--- config.mk ---
export PLATFORM = sky130hd
export DESIGN_NAME = plst_cell
export DESIGN_NICKNAME = d
export VERILOG_FILES = /design/src/hdl/assert_macros.svh /design/src/hdl/plst_pkg.sv /design/src/hdl/plst_cell.sv
export SDC_FILE = /design/constraint.sdc
export NUM_CORES = 1
export LEC_CHECK = 0
export ABC_AREA = 1
export BUFFER_PORTS_ARGS = -buffer_cell sky130_fd_sc_hd__buf_2
export CORE_ASPECT_RATIO = 0.6
export CORE_MARGIN = 4
export CORE_UTILIZATION = 30
export DETAILED_ROUTE_END_ITERATION = 10
export GPL_ROUTABILITY_DRIVEN = 0
export PLACE_DENSITY = 0.69
export SYNTH_ARGS = -nofsm -noshare
export SYNTH_HDL_FRONTEND = slang
export SYNTH_SLANG_ARGS = --single-unit
--- constraint.sdc ---
create_clock -name clk -period 2.5 [get_ports clk]
set_clock_uncertainty 0.1 [all_clocks]
set_input_delay 0.125 -clock clk [delete_from_list [all_inputs] [get_ports clk]]
set_output_delay 0.125 -clock clk [all_outputs]
set_load 0.05 [all_outputs]
--- src/hdl/assert_macros.svh ---
// ----------------------------------------------------------------------------
// assert_macros
// Concurrent assertion macros used by plst_ctrl.
// ----------------------------------------------------------------------------
`ifndef ASSERT_MACROS_SVH
`define ASSERT_MACROS_SVH

// same-cycle implication
`define ASSERT_IMPLIES(label, clk, rst_n, ante, cons) \
    label: assert property (@(posedge clk) disable iff (!rst_n) (ante) |-> (cons)) \
        else $error("assertion failed");

// next-cycle implication
`define ASSERT_NEXT(label, clk, rst_n, ante, cons) \
    label: assert property (@(posedge clk) disable iff (!rst_n) (ante) |=> (cons)) \
        else $error("assertion failed");

`endif

--- src/hdl/plst_pkg.sv ---
`timescale 1ns / 1ps
// ----------------------------------------------------------------------------
// plst_pkg
// Types and constants shared by the positional list store.
// ----------------------------------------------------------------------------
package plst_pkg;

    localparam int DEFAULT_CAPACITY = 64;
    localparam int VAL_W            = 32;
    localparam int POS_W            = 8;
    localparam int CMD_W            = 3;
    localparam int STAT_W           = 3;
    localparam int LEN_W            = 7;

    typedef enum logic [CMD_W-1:0] {
        CMD_INS_FRONT = 3'd0,
        CMD_INS_POS   = 3'd1,
        CMD_INS_END   = 3'd2,
        CMD_DEL_FRONT = 3'd3,
        CMD_DEL_POS   = 3'd4,
        CMD_DEL_END   = 3'd5,
        CMD_READ_ALL  = 3'd6
    } cmd_t;

    typedef enum logic [STAT_W-1:0] {
        ST_OK      = 3'd0,
        ST_INVALID = 3'd1,
        ST_EMPTY   = 3'd2,
        ST_RANGE   = 3'd3,
        ST_FULL    = 3'd4
    } status_t;

    typedef enum logic [1:0] {
        OP_HOLD = 2'd0,
        OP_INS  = 2'd1,
        OP_DEL  = 2'd2,
        OP_ROT  = 2'd3
    } cell_op_t;

    typedef enum logic {
        S_IDLE = 1'b0,
        S_READ = 1'b1
    } state_t;

    typedef struct packed {
        logic [CMD_W-1:0]        command;
        logic signed [VAL_W-1:0] value;
        logic [POS_W-1:0]        position;
    } plst_in_t;

    typedef struct packed {
        logic [STAT_W-1:0]       status;
        logic signed [VAL_W-1:0] element;
        logic                    element_valid;
        logic                    last;
        logic [LEN_W-1:0]        length;
    } plst_out_t;

    typedef struct packed {
        cell_op_t                op;
        logic signed [VAL_W-1:0] value;
    } cell_ctrl_t;

endpackage

--- src/hdl/plst_cell.sv ---
`timescale 1ns / 1ps
// ----------------------------------------------------------------------------
// plst_cell
// One list slot: holds, loads, or takes its left, right or head neighbor.
// ----------------------------------------------------------------------------
module plst_cell
    import plst_pkg::*;
#(
    parameter int INDEX = 0,
    parameter int IDX_W = 6
)(
    input  logic                    clk,
    input  cell_ctrl_t              ctrl,
    input  logic [IDX_W-1:0]        idx,
    input  logic [IDX_W-1:0]        last_idx,
    input  logic signed [VAL_W-1:0] left_data,
    input  logic signed [VAL_W-1:0] right_data,
    input  logic signed [VAL_W-1:0] head_data,
    output logic signed [VAL_W-1:0] data
);

    localparam logic [IDX_W-1:0] MY_IDX = IDX_W'(INDEX);

    logic signed [VAL_W-1:0] data_reg;
    logic signed [VAL_W-1:0] data_next;

    always_comb
    begin
        data_next = data_reg;
        case (ctrl.op)
            OP_INS:
            begin
                if (MY_IDX == idx)
                begin
                    data_next = ctrl.value;
                end
                else if (MY_IDX > idx)
                begin
                    data_next = left_data;
                end
            end
            OP_DEL:
            begin
                if (MY_IDX >= idx)
                begin
                    data_next = right_data;
                end
            end
            OP_ROT:
            begin
                if (MY_IDX == last_idx)
                begin
                    data_next = head_data;
                end
                else if (MY_IDX < last_idx)
                begin
                    data_next = right_data;
                end
            end
            default:
            begin
                data_next = data_reg;
            end
        endcase
    end

    always_ff @(posedge clk)
    begin
        data_reg <= data_next;
    end

    assign data = data_reg;

endmodule

Word-level counts from Yosys, hierarchy flattened --
Index checks and enable logic that the tools add are counted.
Word-level totals: bits in latches 0, input port bits 143, bits in writable memories 0, memories kept 0, register bits after elaboration 32, ROM bits 0
Operators by class: muxes and demuxes 6, reductions and logical operators 4, shift operators 0, bitwise operators 0, divide/modulo/power cells 0, equal/unequal tests 6, multiply operators 0, order comparisons 3, add/sub/neg operators 0
Operators by type and width (number):
- $mux 32 | 5
- $pmux 32 s3 | 1
- $logic_not 6->1 | 2
- $ge 1x6->1 const A | 1
- $gt 1x6->1 const A | 1
- $lt 1x6->1 const A | 1
- $ne 3x3->1 const B | 2
- $eq 2x2->1 const B | 2
- $reduce_and 4->1 | 1
- $reduce_bool 3->1 | 1
- $eq 2x1->1 const B | 1
- $ne 2x2->1 const B | 1

Longest topological paths before layout --
depth in word-level cells 4, gate-level depth with buffers 7, gate-level depth less buffers 6

Worst setup path after synthesis --
OpenSTA, ideal clock, no wires.
kind in2reg, start input port idx[0], end register data_reg[0] (netlist: data[0]), enable pin, arrival time 2.030 ns, library setup time 0.425 ns, data required time 1.975 ns, stages 4, setup slack -0.055 ns, cells stage by stage nor2_4 -> nand3_2 -> buf_2 -> o21ai_1
Between the ends: word-level cells in the longest chain between the ends 3, elaborated cells on any way between the ends 6
Ends and longest elaborated chain:
- start: declaration | line plst_cell.sv:14 | input logic [IDX_W-1:0] idx,
- $gt 1x6->1, or another cell as far along | line plst_cell.sv:37 | else if (MY_IDX > idx)
- $ne 3x3->1 (no line) / $ne 2x2->1 (equally long branches)
- $reduce_and 4->1 (no line) *
- end signal: assignment | line plst_cell.sv:69 | data_reg <= data_next;
- end: declaration | line plst_cell.sv:24 | logic signed [VAL_W-1:0] data_reg;
Every way passes the cells marked *; elsewhere a longest branch is shown, timed or not. A chain may end at the register's enable or synchronous reset.

Final worst setup path --
start input port ctrl[32] (netlist name), end register data_reg[9] (netlist: data[9]), data pin
Between the ends: word-level cells in the longest chain between the ends 2, elaborated cells on any way between the ends 4
Ends and longest elaborated chain:
- start: declaration | line plst_cell.sv:13 | input cell_ctrl_t ctrl,
- $eq 2x2->1 / $eq 2x1->1 (equally long branches) | line plst_cell.sv:30 | case (ctrl.op)
- $pmux 32 s3 * | line plst_cell.sv:30
- named net data_next[9] | line plst_cell.sv:25 | logic signed [VAL_W-1:0] data_next;
Mark *: on every way through the listed nets, which the timed path passes. The rest lies on a longest branch.

==> results_dict.tcl <==
set metrics [dict create \
    synth.cell_area_um2 2923 \
    yosysSeqAreaShare_pct 32.88 \
    area_growth_syn_to_layout_pct 37.97 \
    instances_no_fill 745 \
    maxSlewHeadroom_pct 22.16 \
    largest_reg_flops 32 \
    overflow 0 \
    first_pass_iters 5 \
    cts_resized 0 \
    antenna_found_initial 0 \
    crit_required_ns 2.53 \
    crit_arrival_ns 1.55 \
    placed_area_um2 3894 \
    synth_cells 456 \
    worstSetupEndpointType "flip-flop" \
    post-route-drc-count 0 \
    tightest_slew_ns 1.166 \
    num_io_pins 175 \
    max_clock_freq_ghz 0.6567 \
    coreArea_um2 9324 \
    synth-adder-area-share_pct 0 \
    numCtsBuffers 5 \
    synth_top_family_by_area "simple AND/OR/NAND/NOR gates" \
    grt_max_degree 33 \
    status "completed" \
    initial_core_util_pct 31.35 \
    synth_xor_xnor_area_share_pct 0 \
    hp-class "in2reg" \
    synth_nets 599 \
    die_w_um 135.4 \
    synth_compound_area_share_pct 0.1712 \
    portBuffers 174 \
    clockBufferDepth 2 \
    grt.total_usage_pct 18.85 \
    power.density_nw_per_um2 453.3 \
    p_leak_uw 0.002310 \
    setup_viol 0 \
    synth_simple_gate_area_share_pct 46.53 \
    cp_slowest_cell "inv_1" \
    rsz0062_at_grt "no" \
    final_hold_viol_count 0 \
    ys_warn_count 0 \
    wl_per_cell_um 15.26 \
    dp_hpwl_mm 8.002 \
    row_count 27 \
    dp_cells 737 \
    cts_tree "built" \
    cp_slowest_stage_delay_ns 0.87 \
    ys_ff_latch 32 \
    hold_end "data[1]" \
    synth_cell_type_count 12 \
    ant_nets 0 \
    synth_mux_area_share_pct 0 \
    grt_pass1_vias 3470 \
    hold_buffers 0 \
    root_buffer "clkbuf_16" \
    final_area_um2 4033 \
    dieArea_um2 11440 \
    syn_area_per_cell_um2 6.410 \
    peakVddDrop_mv 0.2342 \
    htreeDepth 2 \
    hold_path.startpoint "right_data[1]" \
    cpMostUsedCell "nand3_1" \
    crit_type "in2reg" \
    path_cells "buf_2 > nand2_1 > inv_1 > nand3_1 > nand3_1" \
    grt_pass1_wl_mm 17.24 \
    nNetsFinal 757 \
    drive_gt1_share_pct 32.68 \
    cp-start-kind "primary input" \
    cts.sinks 32 \
    drv_slew 0 \
    routed_wl_mm 11.37 \
    vias_per_cell 5.003 \
    path_clk_slew_ns 0.05 \
    antenna_cells 0 \
    drv_cap 0 \
    num_vias 3727 \
    die_h_um 84.46 \
    crit_fanout 32 \
    min_period_ns 1.523 \
    holdPathStages 3 \
    cts_setup_buffers 0 \
    drt-initial-drc-count 199 \
    finalCritPeriodShare_pct 60.91 \
    setup_tns_ns 0 \
]
[power by group]
part           internal, uW  switching (uW)  leakage, uW
Combinational           187             398      0.00194
Clock                   361             217    0.0000710
Sequential              649            16.3     0.000294
[cell type report]
cell class,instances,area (um2)
Fill cell,980,5291
Multi-Input combinational cell,275,1376
Sequential cell,32,960.9
Timing Repair Buffer,184,958.4
Inverter,116,435.4
Tap cell,130,162.7
Clock buffer,5,125.1
Clock inverter,3,13.76
[how the worst max path moves through the flow]
stage,endpoint,start
floorplan,data[0],idx[0]
global placement,data[27],last_idx[0]
detailed placement,data[19],last_idx[0]
CTS,data[19],last_idx[0]
global route,data[20],last_idx[2]
finish,data[9],ctrl[32]
[routing by layer]
layer / GRT usage (%) / vias up / wire, um
met5: 0 / - / 0
met4: 5.672 / 0 / 161
met3: 4.371 / 16 / 1139
met2: 30.42 / 237 / 5029
met1: 25.19 / 1682 / 5042
li1: - / 1792 / -
[kinds of logic after synthesis]
group / Yosys count
AND/OR/NAND/NOR: 274
AO/OA/AOI/OAI: 1
buffers and inverters: 149
flip-flops: 32
[Yosys cell counts]
master	n	area share, %
nand3_2	2	0.68
o21ai_1	1	0.17
clkbuf_1	3	0.39
nor2_4	6	2.3
nor2_2	1	0.21
inv_1	116	15
nor2_1	1	0.13
nand3_1	89	15
nand4_1	64	14
nand2_1	111	14
buf_2	30	5.1
edfxtp_1	32	33
[metrics by stage]
step | util (%) | worst slack [ns] | total power, uW | hold WS, ns
2_1_floorplan | - | 0.5567 | 1027 | 0.2276
3_3_place_gp | 41.76 | 0.7797 | 1246 | 0.3348
3_5_place_dp | 41.76 | 0.7048 | 1257 | 0.3372
4_1_cts | 43.25 | 1.007 | 1840 | 0.05559
5_1_grt | 43.25 | 0.8759 | 1921 | 0.06574
6_report | 43.25 | 0.9772 | 1828 | 0.05968
[cells in the final DEF, fill, tap and decap left out]
cell       instances
nand2_1          111
nor2_4             6
nand3_1           89
nand4_1           64
nor2_1             1
clkinv_2           2
buf_2            174
o21ai_4            1
buf_12             1
nor2_2             1
buf_4              9
clkinv_1           1
inv_1            116
edfxtp_1          32
clkbuf_16          5
nand3_2            2
[critical path, delay by kind of cell]
| family | cells | cell delay, ns |
|---|---|---|
| buffers and inverters | 2 | 0.98 |
| AND/OR/NAND/NOR | 3 | 0.45 |
Power figures use the tool's default switching activity.
