===== config.mk =====
export PLATFORM = sky130hd
export DESIGN_NAME = plst_ctrl
export DESIGN_NICKNAME = d
export VERILOG_FILES = /design/src/hdl/plst_pkg.sv /design/src/hdl/plst_ctrl.sv
export VERILOG_INCLUDE_DIRS = /design/src /design/src/hdl
export SDC_FILE = /design/constraint.sdc
export NUM_CORES = 1
export LEC_CHECK = 0
export ABC_AREA = 1
export BUFFER_PORTS_ARGS = -buffer_cell sky130_fd_sc_hd__buf_2
export CORE_MARGIN = 2
export CORE_UTILIZATION = 53
export DETAILED_ROUTE_END_ITERATION = 10
export PLACE_DENSITY = 0.87
export SYNTH_ARGS = -nofsm -noshare
export SYNTH_HDL_FRONTEND = slang
export SYNTH_SLANG_ARGS = --single-unit

===== constraint.sdc =====
create_clock -name clk -period 7.75 [get_ports clk]
set_input_delay 1.1625 -clock clk [delete_from_list [all_inputs] [get_ports clk]]
set_output_delay 1.1625 -clock clk [all_outputs]
set_load 0.02 [all_outputs]

===== src/hdl/assert_macros.svh =====
// ----------------------------------------------------------------------------
// assert_macros
// Concurrent assertion macros used by plst_ctrl.
// ----------------------------------------------------------------------------
`ifndef ASSERT_MACROS_SVH
`define ASSERT_MACROS_SVH

// same-cycle implication
`define ASSERT_IMPLIES(label, clk, rst_n, ante, cons) \
    label: assert property (@(posedge clk) disable iff (!rst_n) (ante) |-> (cons)) \
        else $error("assertion failed");

// next-cycle implication
`define ASSERT_NEXT(label, clk, rst_n, ante, cons) \
    label: assert property (@(posedge clk) disable iff (!rst_n) (ante) |=> (cons)) \
        else $error("assertion failed");

`endif


===== src/hdl/plst_pkg.sv =====
`timescale 1ns / 1ps
// ----------------------------------------------------------------------------
// plst_pkg
// Types and constants shared by the positional list store.
// ----------------------------------------------------------------------------
package plst_pkg;

    localparam int DEFAULT_CAPACITY = 64;
    localparam int VAL_W            = 32;
    localparam int POS_W            = 8;
    localparam int CMD_W            = 3;
    localparam int STAT_W           = 3;
    localparam int LEN_W            = 7;

    typedef enum logic [CMD_W-1:0] {
        CMD_INS_FRONT = 3'd0,
        CMD_INS_POS   = 3'd1,
        CMD_INS_END   = 3'd2,
        CMD_DEL_FRONT = 3'd3,
        CMD_DEL_POS   = 3'd4,
        CMD_DEL_END   = 3'd5,
        CMD_READ_ALL  = 3'd6
    } cmd_t;

    typedef enum logic [STAT_W-1:0] {
        ST_OK      = 3'd0,
        ST_INVALID = 3'd1,
        ST_EMPTY   = 3'd2,
        ST_RANGE   = 3'd3,
        ST_FULL    = 3'd4
    } status_t;

    typedef enum logic [1:0] {
        OP_HOLD = 2'd0,
        OP_INS  = 2'd1,
        OP_DEL  = 2'd2,
        OP_ROT  = 2'd3
    } cell_op_t;

    typedef enum logic {
        S_IDLE = 1'b0,
        S_READ = 1'b1
    } state_t;

    typedef struct packed {
        logic [CMD_W-1:0]        command;
        logic signed [VAL_W-1:0] value;
        logic [POS_W-1:0]        position;
    } plst_in_t;

    typedef struct packed {
        logic [STAT_W-1:0]       status;
        logic signed [VAL_W-1:0] element;
        logic                    element_valid;
        logic                    last;
        logic [LEN_W-1:0]        length;
    } plst_out_t;

    typedef struct packed {
        cell_op_t                op;
        logic signed [VAL_W-1:0] value;
    } cell_ctrl_t;

endpackage


===== src/hdl/plst_ctrl.sv =====
`timescale 1ns / 1ps
// ----------------------------------------------------------------------------
// plst_ctrl
// Command decode, element count, read-out sequencing and result register.
// ----------------------------------------------------------------------------
`include "assert_macros.svh"

module plst_ctrl
    import plst_pkg::*;
#(
    parameter int CAPACITY = DEFAULT_CAPACITY,
    parameter int IDX_W    = $clog2(CAPACITY),
    parameter int CNT_W    = $clog2(CAPACITY + 1)
)(
    input  logic                    clk,
    input  logic                    rst_n,
    input  logic                    cmd_valid,
    output logic                    cmd_ready,
    input  plst_in_t                cmd,
    output logic                    res_valid,
    input  logic                    res_ready,
    output plst_out_t               res,
    input  logic signed [VAL_W-1:0] head_data,
    output cell_ctrl_t              cell_ctrl,
    output logic [IDX_W-1:0]        cell_idx,
    output logic [IDX_W-1:0]        last_idx
);

    localparam int CMP_W = (CNT_W > POS_W) ? CNT_W : POS_W;
    localparam logic [CNT_W-1:0] CAP_CNT = CNT_W'(CAPACITY);

    state_t           state_reg, state_next;
    logic [CNT_W-1:0] count_reg, count_next;
    logic [IDX_W-1:0] rd_cnt_reg, rd_cnt_next;
    logic             res_valid_reg, res_valid_next;
    plst_out_t        res_reg, res_next;

    logic             res_free;
    logic             cmd_fire;
    logic             full;
    logic             empty;
    logic             rd_last;
    logic [CNT_W-1:0] cnt_m1;
    logic [CMP_W-1:0] pos_ext;
    logic [CMP_W-1:0] pos_m1;
    logic [CMP_W-1:0] cnt_ext;
    status_t          status;

    assign res_free  = !res_valid_reg || res_ready;
    assign cmd_ready = (state_reg == S_IDLE) && res_free;
    assign cmd_fire  = cmd_valid && cmd_ready;
    assign full      = (count_reg == CAP_CNT);
    assign empty     = (count_reg == '0);
    assign cnt_m1    = count_reg - CNT_W'(1);
    assign pos_ext   = CMP_W'(cmd.position);
    assign pos_m1    = pos_ext - CMP_W'(1);
    assign cnt_ext   = CMP_W'(count_reg);
    assign last_idx  = cnt_m1[IDX_W-1:0];
    assign rd_last   = (rd_cnt_reg == last_idx);

    // next state
    always_comb
    begin
        state_next = state_reg;
        case (state_reg)
            S_IDLE:
            begin
                if (cmd_fire && (cmd.command == CMD_READ_ALL) && !empty)
                begin
                    state_next = S_READ;
                end
            end
            S_READ:
            begin
                if (res_free && rd_last)
                begin
                    state_next = S_IDLE;
                end
            end
            default:
            begin
                state_next = S_IDLE;
            end
        endcase
    end

    // outputs and datapath control
    always_comb
    begin
        cell_ctrl.op    = OP_HOLD;
        cell_ctrl.value = cmd.value;
        cell_idx        = '0;
        count_next      = count_reg;
        rd_cnt_next     = rd_cnt_reg;
        status          = ST_OK;
        res_valid_next  = res_valid_reg && !res_ready;
        res_next        = res_reg;
        case (state_reg)
            S_IDLE:
            begin
                rd_cnt_next = '0;
                if (cmd_fire)
                begin
                    case (cmd.command)
                        CMD_INS_FRONT:
                        begin
                            if (full)
                            begin
                                status = ST_FULL;
                            end
                            else
                            begin
                                cell_ctrl.op = OP_INS;
                                count_next   = count_reg + CNT_W'(1);
                            end
                        end
                        CMD_INS_POS:
                        begin
                            if (pos_ext == '0)
                            begin
                                status = ST_INVALID;
                            end
                            else if (full)
                            begin
                                status = ST_FULL;
                            end
                            else
                            begin
                                cell_ctrl.op = OP_INS;
                                count_next   = count_reg + CNT_W'(1);
                                if (pos_ext > cnt_ext)
                                begin
                                    cell_idx = count_reg[IDX_W-1:0];
                                end
                                else
                                begin
                                    cell_idx = pos_m1[IDX_W-1:0];
                                end
                            end
                        end
                        CMD_INS_END:
                        begin
                            if (full)
                            begin
                                status = ST_FULL;
                            end
                            else
                            begin
                                cell_ctrl.op = OP_INS;
                                cell_idx     = count_reg[IDX_W-1:0];
                                count_next   = count_reg + CNT_W'(1);
                            end
                        end
                        CMD_DEL_FRONT:
                        begin
                            if (empty)
                            begin
                                status = ST_EMPTY;
                            end
                            else
                            begin
                                cell_ctrl.op = OP_DEL;
                                count_next   = cnt_m1;
                            end
                        end
                        CMD_DEL_POS:
                        begin
                            if (pos_ext == '0)
                            begin
                                status = ST_INVALID;
                            end
                            else if (empty)
                            begin
                                status = ST_EMPTY;
                            end
                            else if (pos_ext > cnt_ext)
                            begin
                                status = ST_RANGE;
                            end
                            else
                            begin
                                cell_ctrl.op = OP_DEL;
                                cell_idx     = pos_m1[IDX_W-1:0];
                                count_next   = cnt_m1;
                            end
                        end
                        CMD_DEL_END:
                        begin
                            if (empty)
                            begin
                                status = ST_EMPTY;
                            end
                            else
                            begin
                                cell_ctrl.op = OP_DEL;
                                cell_idx     = last_idx;
                                count_next   = cnt_m1;
                            end
                        end
                        CMD_READ_ALL:
                        begin
                            status = ST_OK;
                        end
                        default:
                        begin
                            status = ST_INVALID;
                        end
                    endcase
                    // every command yields one result here except a non-empty read-out
                    if (!((cmd.command == CMD_READ_ALL) && !empty))
                    begin
                        res_valid_next         = 1'b1;
                        res_next.status        = status;
                        res_next.element       = '0;
                        res_next.element_valid = 1'b0;
                        res_next.last          = 1'b1;
                        res_next.length        = LEN_W'(count_next);
                    end
                end
            end
            S_READ:
            begin
                if (res_free)
                begin
                    // emit head, then rotate the occupied cells by one
                    cell_ctrl.op           = OP_ROT;
                    rd_cnt_next            = rd_last ? '0 : rd_cnt_reg + IDX_W'(1);
                    res_valid_next         = 1'b1;
                    res_next.status        = ST_OK;
                    res_next.element       = head_data;
                    res_next.element_valid = 1'b1;
                    res_next.last          = rd_last;
                    res_next.length        = LEN_W'(count_reg);
                end
            end
            default:
            begin
                cell_ctrl.op = OP_HOLD;
            end
        endcase
    end

    always_ff @(posedge clk or negedge rst_n)
    begin
        if (!rst_n)
        begin
            state_reg     <= S_IDLE;
            count_reg     <= '0;
            rd_cnt_reg    <= '0;
            res_valid_reg <= 1'b0;
        end
        else
        begin
            state_reg     <= state_next;
            count_reg     <= count_next;
            rd_cnt_reg    <= rd_cnt_next;
            res_valid_reg <= res_valid_next;
        end
    end

    always_ff @(posedge clk)
    begin
        res_reg <= res_next;
    end

    assign res_valid = res_valid_reg;
    assign res       = res_reg;

    `ASSERT_IMPLIES(a_count_bound, clk, rst_n, 1'b1, count_reg <= CAP_CNT)
    `ASSERT_NEXT(a_cmd_answered, clk, rst_n, cmd_fire, res_valid_reg || (state_reg == S_READ))
    `ASSERT_IMPLIES(a_read_in_range, clk, rst_n, state_reg == S_READ, CNT_W'(rd_cnt_reg) < count_reg)
    `ASSERT_IMPLIES(a_read_not_last, clk, rst_n, res_valid_reg && (state_reg == S_READ), !res_reg.last)

endmodule


### After elaboration in Yosys (flattened, before gate mapping)

Index checks and enable logic that the tools add are counted.

* add/sub/neg operators: 4
* order comparisons: 1
* eq/ne operators: 11
* muxes and demuxes: 49
* bitwise operators: 1
* reduce and logical (&&, ||, !) cells: 18

Operator list (number)
* 44-bit 2-to-1 mux: 3
* 44-bit one-hot mux with 2 select lines: 1
* 6-bit 2-to-1 mux: 12
* 7-bit 2-to-1 mux: 6
* 7-bit one-hot mux with 4 select lines: 1
* 6-bit one-hot mux with 4 select lines: 1
* 2-bit 2-to-1 mux: 10
* 3-bit one-hot mux with 5 select lines: 1
* 6-bit one-hot mux with 2 select lines: 1
* 3-bit == test, second input constant: 3
* 8-bit by 7-bit greater-than comparator with 1-bit output: 1
* 8-bit logical NOT: 1
* 2-bit one-hot mux with 4 select lines: 1
* 7-bit by 1-bit adder with 7-bit output, second input constant: 1
* 7-bit == test, second input constant: 1
* 1-bit logical AND: 7
* 7-bit logical NOT: 1
* 1-bit 2-to-1 mux: 7
* 7-bit by 1-bit subtractor with 7-bit output, second input constant: 1
* 6-bit by 1-bit adder with 6-bit output, second input constant: 1
* 3-bit by 2-bit == test with 1-bit output, second input constant: 2
* 6-bit == test: 1
* 3-bit 2-to-1 mux: 2
* 6-bit by 1-bit subtractor with 6-bit output, second input constant: 1
* other kinds (12): 17

* bits in registers: 59
* input bits: 79
* logic and storage cells: 93

### Logic depth before layout (Yosys ltp)

* depth in word-level cells: 8
* depth in mapped cells: 18
* depth with buffers taken out: 18

### Worst setup path before layout

OpenSTA, ideal clock, no wires.

* path kind: input-to-output
* start point: input port cmd[6] (netlist bit)
* end point: output port cell_idx[1]
* data arrival time: 2.721 ns
* path slack: 3.866 ns
* stages: 11
* buffers on the path: 0
* cell sequence: ha_1 -> inv_1 -> nor3_2 -> nand4_1 -> nand2_2 -> nand2_2 -> nor2_4 -> nand2_2 -> o21ai_2 -> nand2_1 -> a31oi_1

* cells in the longest elaborated chain, start to end: 7
* elaborated cells on any way between the ends: 11

RTL lines
* start: declaration: RTL line plst_ctrl.sv:19 `input plst_in_t cmd,`
* 8-bit by 7-bit greater-than comparator with 1-bit output: RTL line plst_ctrl.sv:131, plst_ctrl.sv:176
* 6-bit 2-to-1 mux, on equally long branches: RTL line plst_ctrl.sv:176, plst_ctrl.sv:131
* 6-bit 2-to-1 mux, on equally long branches: RTL line plst_ctrl.sv:172, plst_ctrl.sv:123
* 6-bit 2-to-1 mux, on equally long branches: RTL line plst_ctrl.sv:168, plst_ctrl.sv:119
* 6-bit one-hot mux with 4 select lines (*): RTL line plst_ctrl.sv:104 `case (cmd.command)`
* 6-bit 2-to-1 mux (*): RTL line plst_ctrl.sv:102 `if (cmd_fire)`
* 6-bit 2-to-1 mux (*): RTL line plst_ctrl.sv:98 `case (state_reg)`
* end: declaration: RTL line plst_ctrl.sv:25 `output logic [IDX_W-1:0] cell_idx,`

Mark *: on every way between the ends. The rest lies on a longest branch, timed or not.

### Final worst setup path

* start point: input port cmd[5] (netlist bit)
* end point: output port cell_idx[3]

The elaborated chain is that of the path after synthesis.

==> impl_metrics.json <==
{
  "synth-edff-count": 44,
  "worstPathRequired_ns": 6.59,
  "grt_antenna_before_repair": 0,
  "num_vias": 3658,
  "maxClockFrequency_mhz": 225.9,
  "seq_power_share": 0.321,
  "synth.avg_cell_area_um2": 7.828,
  "routedWlPerCell_um": 14.65,
  "grt-ovfl-total": 0,
  "die_x_um": 91.81,
  "grt_pass1_vias": 3386,
  "htree_levels": 3,
  "yosys.area.top_type": "edfxtp_1",
  "hold_violations": 0,
  "worstMarginPinSlew_ns": 0.9625,
  "maxCapViolCount": 0,
  "nets": 685,
  "combPwrFrac": 0.495,
  "synth_common_cells": "155 x nand2_1, 84 x inv_1, 44 x edfxtp_1",
  "synth.distinct_cells": 39,
  "drt_iter0_drc": 208,
  "swShare": 0.4676,
  "cts.sinks": 59,
  "ant_nets": 0,
  "start_util": 0.5372,
  "yosysWarningCount": 0,
  "synthesis.nets": 614,
  "p_switching_w": 0.0007877,
  "die_height_um": 91.81,
  "clk_pin_slew_worst_paths_ns": 0.07,
  "p_leak_nw": 2.428,
  "finalSetupTns_ns": 0,
  "crit_top_cell": "nand2_2",
  "row_count": 32,
  "worstPathMaxFanout": 11,
  "p_clk_frac": 0.185,
  "syn_inst": 522,
  "slowest_delay_ns": 0.29,
  "path_class": "in -> out",
  "drive_gt1_frac": 0.2592,
  "clock_path_buffers": 2,
  "ys.flop_type": "edfxtp_1",
  "cp-end-kind": "primary output",
  "dpl.hpwl_mm": 7.649,
  "ios": 171,
  "clk_latency_ns": 0.33,
  "min_period_ns": 4.428,
  "cts_buffers": 9,
  "grt_pass1_wl_mm": 16.30,
  "path_cells": "buf_2, ha_1, nand2_1, nor3_2, nand4_1, nand2_2, nand2_2, nor2_4, nand2_2, o21ai_0, o21ai_0, inv_1, buf_2",
  "wirelength_mm": 10.26,
  "synthToLayoutAreaGrowth_pct": 13.50,
  "hold_buffers": 0,
  "track_usage": 0.2443,
  "grt_max_degree": 45,
  "slew_headroom": 0.3560,
  "synthArstFlopShare": 0.2542,
  "hold_path.class": "reg -> reg",
  "slew_violations": 0,
  "ys_ff_latch": 59,
  "largest_reg_flops": 44,
  "outcome": "complete, no violations",
  "p_int_w": 0.0008967,
  "cp-start-kind": "primary input",
  "yosysMostFrequentCell": "nand2_1",
  "dieArea_um2": 8428,
  "vdd_ir_drop_max_mv": 0.1502,
  "gp_congestion": 0.9358,
  "cts-root-buf": "clkbuf_8",
  "synth_top_area_frac": 0.3233,
  "cp.arrival_ns": 3.27,
  "post_cts_buffers": 0,
  "clock_skew_ns": 0.01342,
  "setup_viol": 0,
  "fin_hold_ws_ns": 0.5228,
  "core-area_um2": 7607,
  "cts_resized": 0,
  "power.density_nw_per_um2": 363.2,
  "p_total_w": 0.001684,
  "ys_seq_area_frac": 0.4152,
  "drc_errors": 0,
  "grt_setup_unrepaired": "no",
  "num_antenna_cells": 0,
  "firstDrtPassIters": 5,
  "port_buffers": 106,
  "worst_path_max_delay_cell": "ha_1",
  "viasPerCell": 5.226,
  "cts_tree": "built",
  "period_share": 0.5713,
  "synth_area_leaders": "edfxtp_1 32%, nand2_1 14%, dfrtp_1 9.2%",
  "synth_area_um2": 4086
}
-- cells by family after synthesis --
| logic type | share of synthesized area |
|---|---|
| mux | 0.002450 |
| buf+inv | 0.1708 |
| simple gates | 0.2771 |
| xor+xnor | 0.03368 |
| flops | 0.4152 |
| compound gates | 0.06093 |
| fa+ha+maj | 0.03981 |
-- per-stage QoR --
stage          area [um2]  utilization  instances  setup WS, ns
3_3_place_gp         4414       0.5803        684         3.509
6_report             4638       0.6097        700         3.322
5_1_grt              4638       0.6097        700         3.098
3_5_place_dp         4414       0.5803        684         3.391
2_1_floorplan        4086            -        522         3.866
4_1_cts              4638       0.6097        700         3.374
-- layer usage --
metal / share of wire / up-vias / GRT usage / routed length [um]
li1: - / 1764 / - / -
met1: 0.42 / 1657 / 0.3173 / 4275
met2: 0.45 / 204 / 0.3885 / 4655
met3: 0.092 / 33 / 0.05012 / 945
met4: 0.037 / 0 / 0.1231 / 381
met5: 0 / - / 0 / 0
-- cells in the final DEF (no fill, tap or decap), types with 11 or more instances in the layout --
master	instances
nand2_1	154
buf_2	106
inv_1	84
edfxtp_1	44
nand3_1	32
nor2_1	26
o21ai_0	19
dfrtp_1	15
ha_1	13
nand4_1	11
-- critical path: cells and delay by family --
family	cells	cell delay [ns]
and+or+nand+nor	7	1.14
buffers and inverters	3	0.36
AOI/OAI and AO/OA	2	0.30
adders and majority gates	1	0.29
-- final cells by class --
type	instances	area (um2)
Sequential cell	59	1697
Inverter	94	357.8
Timing Repair Buffer	107	538.0
Tap cell	102	127.6
Clock buffer	9	123.9
Fill cell	700	2969
Clock inverter	7	100.1
Multi-Input combinational cell	322	1694
-- final timing paths --
kind | startpoint | to | slack, ns | depth (start not counted)
hold / removal | state_reg | res_valid | 0.52 | 2
max in group asynchronous | rst_n | count_reg[1] | 6.74 | 1
setup / recovery | cmd[5] | cell_idx[3] | 3.32 | 13
setup reg to reg | count_reg[0] | res[30] | 4.49 | 10
min in group asynchronous | rst_n | res_valid | 0.73 | 1
hold reg to reg | state_reg | res_valid | 0.52 | 2
-- power by group through the flow --
stage	clock [W]	sequential [W]	combinational, W
floorplan	0	0.000582	0.000580
global route	0.000331	0.000550	0.000923
finish	0.000311	0.000540	0.000833
global placement	0	0.000540	0.000803
CTS	0.000318	0.000538	0.000826
detailed placement	0	0.000543	0.000822
No activity file was read; power rests on OpenSTA's default activity.
